$ cat src/rtl/albs_pkg.sv
`default_nettype none
package albs_pkg;

  localparam int NOISE_FRAC = 12;
  localparam int EXP_FRAC   = 30;
  localparam int TAYLOR_N   = 20;
  localparam int PC_W       = 6;
  localparam logic [PC_W-1:0] PC_STEP  = 6'd0;
  localparam logic [PC_W-1:0] PC_START = 6'd16;

  localparam logic [2:0] REG_FRIC  = 3'd0;
  localparam logic [2:0] REG_TEMP  = 3'd1;
  localparam logic [2:0] REG_BASE  = 3'd2;
  localparam logic [2:0] REG_MIN   = 3'd3;
  localparam logic [2:0] REG_MAX   = 3'd4;
  localparam logic [2:0] REG_START = 3'd5;
  localparam logic [2:0] REG_FINAL = 3'd6;

  typedef enum logic [14:0] {
    S_IDLE = 15'b000000000000001,
    S_FETCH = 15'b000000000000010,
    S_MUL  = 15'b000000000000100,
    S_MULR = 15'b000000000001000,
    S_DIVL = 15'b000000000010000,
    S_DIVW = 15'b000000000100000,
    S_SQM  = 15'b000000001000000,
    S_SQC  = 15'b000000010000000,
    S_TMUL = 15'b000000100000000,
    S_TDL  = 15'b000001000000000,
    S_TDW  = 15'b000010000000000,
    S_EXL  = 15'b000100000000000,
    S_EXM  = 15'b001000000000000,
    S_EXR  = 15'b010000000000000,
    S_OUT  = 15'b100000000000000
  } state_t;

  typedef enum logic [3:0] {
    OP_MUL, OP_MULN, OP_DIV, OP_SQRT, OP_EXP,
    OP_ADD, OP_SUB, OP_HALF, OP_UP, OP_NEG, OP_TADD
  } op_t;

  typedef enum logic [4:0] {
    R_POS, R_MOM, R_FRC, R_STP, R_TIM, R_HH, R_C, R_S, R_T0, R_T1,
    R_ONE, R_FRIC, R_TEMP, R_BASE, R_MIN, R_MAX, R_NOISE, R_ZERO
  } reg_sel_t;

  typedef struct packed {
    op_t      op;
    reg_sel_t a;
    reg_sel_t b;
    reg_sel_t d;
    logic     step_only;
    logic     last;
  } uop_t;

  typedef struct packed {
    logic start;
    logic short_mode;
  } div_ctl_t;

  function automatic uop_t mk(input op_t op, input reg_sel_t a, input reg_sel_t b,
                              input reg_sel_t d, input logic so, input logic last);
    uop_t r;
    r.op = op;
    r.a = a;
    r.b = b;
    r.d = d;
    r.step_only = so;
    r.last = last;
    return r;
  endfunction

  // B-A-O-A, then force, the second B and step size; a start item enters at PC_START
  function automatic uop_t uop_at(input logic [PC_W-1:0] pc);
    uop_t r;
    unique case (pc)
      6'd0:  r = mk(OP_HALF, R_STP,  R_ZERO,  R_HH,   1'b1, 1'b0);
      6'd1:  r = mk(OP_MUL,  R_HH,   R_FRC,   R_T0,   1'b1, 1'b0);
      6'd2:  r = mk(OP_ADD,  R_MOM,  R_T0,    R_MOM,  1'b1, 1'b0);
      6'd3:  r = mk(OP_MUL,  R_HH,   R_MOM,   R_T0,   1'b1, 1'b0);
      6'd4:  r = mk(OP_ADD,  R_POS,  R_T0,    R_POS,  1'b1, 1'b0);
      6'd5:  r = mk(OP_MUL,  R_STP,  R_FRIC,  R_T0,   1'b1, 1'b0);
      6'd6:  r = mk(OP_EXP,  R_T0,   R_ZERO,  R_C,    1'b1, 1'b0);
      6'd7:  r = mk(OP_MUL,  R_C,    R_C,     R_T0,   1'b1, 1'b0);
      6'd8:  r = mk(OP_SUB,  R_ONE,  R_T0,    R_T0,   1'b1, 1'b0);
      6'd9:  r = mk(OP_MUL,  R_T0,   R_TEMP,  R_T0,   1'b1, 1'b0);
      6'd10: r = mk(OP_SQRT, R_T0,   R_ZERO,  R_S,    1'b1, 1'b0);
      6'd11: r = mk(OP_MUL,  R_C,    R_MOM,   R_T0,   1'b1, 1'b0);
      6'd12: r = mk(OP_MULN, R_S,    R_NOISE, R_T1,   1'b1, 1'b0);
      6'd13: r = mk(OP_ADD,  R_T0,   R_T1,    R_MOM,  1'b1, 1'b0);
      6'd14: r = mk(OP_MUL,  R_HH,   R_MOM,   R_T0,   1'b1, 1'b0);
      6'd15: r = mk(OP_ADD,  R_POS,  R_T0,    R_POS,  1'b1, 1'b0);
      6'd16: r = mk(OP_MUL,  R_POS,  R_POS,   R_T0,   1'b0, 1'b0);
      6'd17: r = mk(OP_MUL,  R_T0,   R_POS,   R_T0,   1'b0, 1'b0);
      6'd18: r = mk(OP_DIV,  R_ONE,  R_T0,    R_T0,   1'b0, 1'b0);
      6'd19: r = mk(OP_UP,   R_POS,  R_T0,    R_T0,   1'b0, 1'b0);
      6'd20: r = mk(OP_NEG,  R_T0,   R_ZERO,  R_FRC,  1'b0, 1'b0);
      6'd21: r = mk(OP_MUL,  R_HH,   R_FRC,   R_T0,   1'b1, 1'b0);
      6'd22: r = mk(OP_ADD,  R_MOM,  R_T0,    R_MOM,  1'b1, 1'b0);
      6'd23: r = mk(OP_MUL,  R_POS,  R_POS,   R_T0,   1'b0, 1'b0);
      6'd24: r = mk(OP_MUL,  R_T0,   R_POS,   R_T0,   1'b0, 1'b0);
      6'd25: r = mk(OP_MUL,  R_T0,   R_T0,    R_T0,   1'b0, 1'b0);
      6'd26: r = mk(OP_MUL,  R_MIN,  R_MIN,   R_T1,   1'b0, 1'b0);
      6'd27: r = mk(OP_ADD,  R_T0,   R_T1,    R_T0,   1'b0, 1'b0);
      6'd28: r = mk(OP_SQRT, R_T0,   R_ZERO,  R_T0,   1'b0, 1'b0);
      6'd29: r = mk(OP_DIV,  R_ONE,  R_MAX,   R_T1,   1'b0, 1'b0);
      6'd30: r = mk(OP_DIV,  R_ONE,  R_T0,    R_T0,   1'b0, 1'b0);
      6'd31: r = mk(OP_ADD,  R_T1,   R_T0,    R_T0,   1'b0, 1'b0);
      6'd32: r = mk(OP_DIV,  R_ONE,  R_T0,    R_T0,   1'b0, 1'b0);
      6'd33: r = mk(OP_MUL,  R_BASE, R_T0,    R_STP,  1'b0, 1'b0);
      6'd34: r = mk(OP_TADD, R_TIM,  R_STP,   R_TIM,  1'b1, 1'b1);
      default: r = mk(OP_ADD, R_ZERO, R_ZERO, R_ZERO, 1'b0, 1'b1);
    endcase
    return r;
  endfunction

endpackage
`default_nettype wire

$ cat src/rtl/albs_div.sv
`default_nettype none
module albs_div #(
  parameter int NW = 56
) (
  input  wire logic             clk,
  input  wire logic             rst,
  input  wire albs_pkg::div_ctl_t ctl,
  input  wire logic [NW-1:0]    num,
  input  wire logic [31:0]      den,
  output logic                  busy,
  output logic [NW-1:0]         quot
);
  localparam int CW = $clog2(NW + 1);

  logic [NW-1:0] nreg;
  logic [31:0]   rem;
  logic [31:0]   dreg;
  logic [CW-1:0] cnt;
  logic [32:0]   rs;
  logic [32:0]   rdiff;
  logic          ge;

  assign rs    = {rem, nreg[NW-1]};
  assign rdiff = rs - {1'b0, dreg};
  assign ge    = rs >= {1'b0, dreg};
  assign quot  = nreg;

  always_ff @(posedge clk) begin
    if (rst) begin
      busy <= 1'b0;
      cnt  <= '0;
    end else if (ctl.start) begin
      nreg <= ctl.short_mode ? (num << (NW - 31)) : num;
      rem  <= '0;
      dreg <= den;
      cnt  <= ctl.short_mode ? CW'(31) : CW'(NW);
      busy <= 1'b1;
    end else if (busy) begin
      rem  <= ge ? rdiff[31:0] : rs[31:0];
      nreg <= {nreg[NW-2:0], ge};
      cnt  <= cnt - CW'(1);
      if (cnt == CW'(1)) begin
        busy <= 1'b0;
      end
    end
  end
endmodule
`default_nettype wire

$ cat config.mk
export PLATFORM = sky130hd
export DESIGN_NAME = albs_div
export DESIGN_NICKNAME = d
export VERILOG_FILES = /design/src/rtl/albs_pkg.sv /design/src/rtl/albs_div.sv
export SDC_FILE = /design/constraint.sdc
export NUM_CORES = 1
export LEC_CHECK = 0
export BUFFER_PORTS_ARGS = -buffer_cell sky130_fd_sc_hd__buf_2
export CORE_MARGIN = 4
export CORE_UTILIZATION = 29
export DETAILED_ROUTE_END_ITERATION = 8
export MAX_ROUTING_LAYER = met4
export PLACE_DENSITY_LB_ADDON = 0.2
export SLEW_MARGIN = 30
export SYNTH_ARGS = -nofsm -noshare
export SYNTH_HDL_FRONTEND = slang
export SYNTH_SLANG_ARGS = --single-unit
$ cat constraint.sdc
create_clock -name clk -period 10.4 [get_ports clk]
set_clock_uncertainty 0.2 [all_clocks]
set_input_delay 1.56 -clock clk [delete_from_list [all_inputs] [get_ports clk]]
set_output_delay 1.56 -clock clk [all_outputs]
set_load 0.02 [all_outputs]
==> results.tsv <==
metric	value	unit
outcome	complete, no violations	
clock.fmax	0.294	GHz
h-tree-depth	4	
required	10.34	ns
clock_path_buffers	2	
p_leak	3.78	nW
grt_max_degree	58	
die_h	166	um
cp-end-kind	flip-flop	
start_kind	flip-flop	
min_path_type	flip-flop to flip-flop	
async_flop_share	0	%
clkLatencyLatePin	0.42	ns
setup_violations	0	
period_needed	3.40	ns
clkTransAtPathRegs	0.07	ns
drt_wl_total	19100	um
design.core.area	24400	um2
drt_first_pass_iters	5	
cap_violations	0	
crit_fanout	3	
cts_resized	0	
synth_top_cell_area_share	49.9	%
layout.nets	932	
critPathKind	flip-flop to flip-flop	
clock-sinks	127	
synth_fa_ha_area_share	6.17	%
initial_core_util	29.6	%
ir_drop	87.4	uV
postLayoutCoreUtil	36.6	%
p_int	0.00111	W
worstHoldPathCells	1	
die-area	27500	um2
syn_area_per_cell	10.9	um2
synth_mux_area_share	7.49	%
wl_per_cell	16.7	um
cts_tree	yes	
synth-compound-area-share	16.1	%
seq_area_frac_synth	51.9	%
tightest_slew	0.710	ns
first_global_vias	5733	
drc	0	
netlist_instances	663	
ios	149	
synth_top_family_by_area	compound AO/OA/AOI/OAI gates	
synthToLayoutAreaGrowth	23.7	%
synth_top_cell_by_area	edfxtp_1	
row_count	57	
drv_slew	0	
ant_nets	0	
post_cts_buffers	0	
switching_share	31.3	%
synth_edf_count	120	
setup_slack	7.00	ns
antenna_found_initial	4	
drive_gt1_share	24.7	%
powerDensity	181	nW/um2
grt_usage	14.2	%
finalSetupTns	0	ns
num_vias	5527	
synth_flop_cell	edfxtp_1	
die_w	166	um
synth-simple-area-share	10.3	%
synth_area	7220	um2
period_share	32.7	%
dr.first_iter.drc_count	318	
pre_cts_slack	6.72	ns
gp_congestion	0.831	
hpwl	13500	um
fillCellCount	2497	
yosysUniqueCellTypes	54	
ys_seq_elements	127	
cp_data_arrival_time	3.34	ns
cts_root_buf	clkbuf_16	
seqPwrFrac	39.5	%
overflow	0	
cts_made_buffers	17	
reg2regPathDepth	11	
hold_viol	0	
rsz0062_at_grt	false	
syn_nets	790	
grt_pass1_wl	30800	um
vias_per_cell	4.82	
yosys-top-cells-area	edfxtp_1 (50%), mux2i_1 (7.5%), ha_1 (5.9%)	
yosys_warnings	0	
synth_xor_xnor_area_share	3.76	%
holdBufCountCts	0	
slew_headroom	52.7	%
p_sw	0.000506	W
portBuffers	148	
combPwrFrac	22.6	%
clockPowerShare	37.9	%
==> state kept, by name, indices dropped and copies added (netlist names) <==
signal,count
quot,56
dreg,32
rem,32
cnt,6
busy,1
==> critical path, cell delays in order (launching register included) <==
cell,delay [ns]
edfxtp_1,0.44
ha_1,0.24
fa_1,0.41
nor2b_1,0.17
o2111ai_1,0.19
a31oi_1,0.48
a21oi_1,0.18
o21ai_0,0.32
a31oi_1,0.16
xnor2_1,0.15
mux2i_1,0.13
nor2_1,0.05
==> synthesized netlist by cell type (2+ instances only) <==
cell and n:
buf_2 4, buf_1 2, ha_1 34, nand3_1 14, clkbuf_1 24, o21ai_0 13, mux2i_1 54, xor2_1 8
o21bai_1 7, and3_1 3, dfxtp_1 7, o211ai_1 3, nand4_1 8, o2111ai_1 2, a22o_1 24, o21a_1 9
xnor2_1 23, a211o_1 2, a211oi_1 5, o31ai_1 5, a21oi_1 65, a211oi_2 7, edfxtp_1 120, nor3_1 7
nand2b_1 2, nor4_1 3, a31oi_1 5, inv_1 44, nand2_1 33, o311ai_0 2, a21o_1 9, nor2b_1 7
nor2_1 86, buf_6 2
==> through the flow <==
step                total power [W]  hold slack (ns)  instances  area, um2
finish                      0.00161            0.323       1146       8930
global route                0.00170            0.348       1146       8930
CTS                         0.00163            0.324       1142       8920
detailed placement          0.00102            0.300       1110       8330
global placement            0.00102            0.296       1109       8290
floorplan                  0.000917            0.273        663       7220
==> worst paths after layout <==
check            end  slack [ns]  startpoint
min reg2reg     busy        0.32      cnt[5]
min             busy        0.32      cnt[5]
max          rem[16]        7.00     dreg[0]
max reg2reg  rem[16]        7.00     dreg[0]
==> routing by layer <==
| layer | GRT usage [%] | vias up | wire (um) |
|---|---|---|---|
| li1 | - | 2738 | - |
| met1 | 18.4 | 2614 | 8790 |
| met2 | 21.8 | 165 | 8710 |
| met3 | 4.59 | 10 | 1440 |
| met4 | 3.01 | 0 | 153 |
| met5 | - | - | 0 |
==> power by group through the flow <==
stage	Sequential [W]	Combinational, W	Clock, W
2_1_floorplan	0.000662	0.000255	0
3_3_place_gp	0.000649	0.000367	0
3_5_place_dp	0.000646	0.000369	0
4_1_cts	0.000638	0.000370	0.000625
5_1_grt	0.000642	0.000412	0.000645
6_report	0.000637	0.000365	0.000611
==> cell type report <==
class,instances,area [um2],share of cell area [%]
diodes,4,10.0,0.112
multi-input cells,459,3190,35.7
inverters,45,169,1.89
flip-flops and latches,127,3740,41.9
clock buffers,17,425,4.76
clock inverters,15,168,1.88
well taps,324,405,4.54
repair buffers,155,816,9.14
==> cell families (layout without fill, tap and decap cells) <==
kind of cell    Yosys count  count (layout)
simple gates            170             170
other cells               0               4
fa+ha+maj                35              35
buf+inv                  77             232
flops                   127             127
mux                      54              54
compound gates          169             169
xor+xnor                 31              31
==> cells in the final DEF, fill, tap and decap left out, types with 6 or more instances in the layout <==
| cell | instances |
|---|---|
| buf_2 | 147 |
| ha_1 | 34 |
| a21oi_1 | 65 |
| buf_4 | 7 |
| clkbuf_16 | 17 |
| inv_6 | 6 |
| xor2_1 | 8 |
| nand2_1 | 33 |
| nor2_1 | 83 |
| a211oi_2 | 7 |
| inv_1 | 44 |
| o21a_1 | 9 |
| a21o_1 | 8 |
| xnor2_1 | 23 |
| o21bai_1 | 7 |
| a22o_1 | 24 |
| nor2b_1 | 7 |
| nand3_1 | 14 |
| edfxtp_1 | 120 |
| o21ai_0 | 13 |
| nand4_1 | 8 |
| nor3_1 | 7 |
| mux2i_1 | 54 |
| dfxtp_1 | 7 |
(Power assumes the default switching activity.)
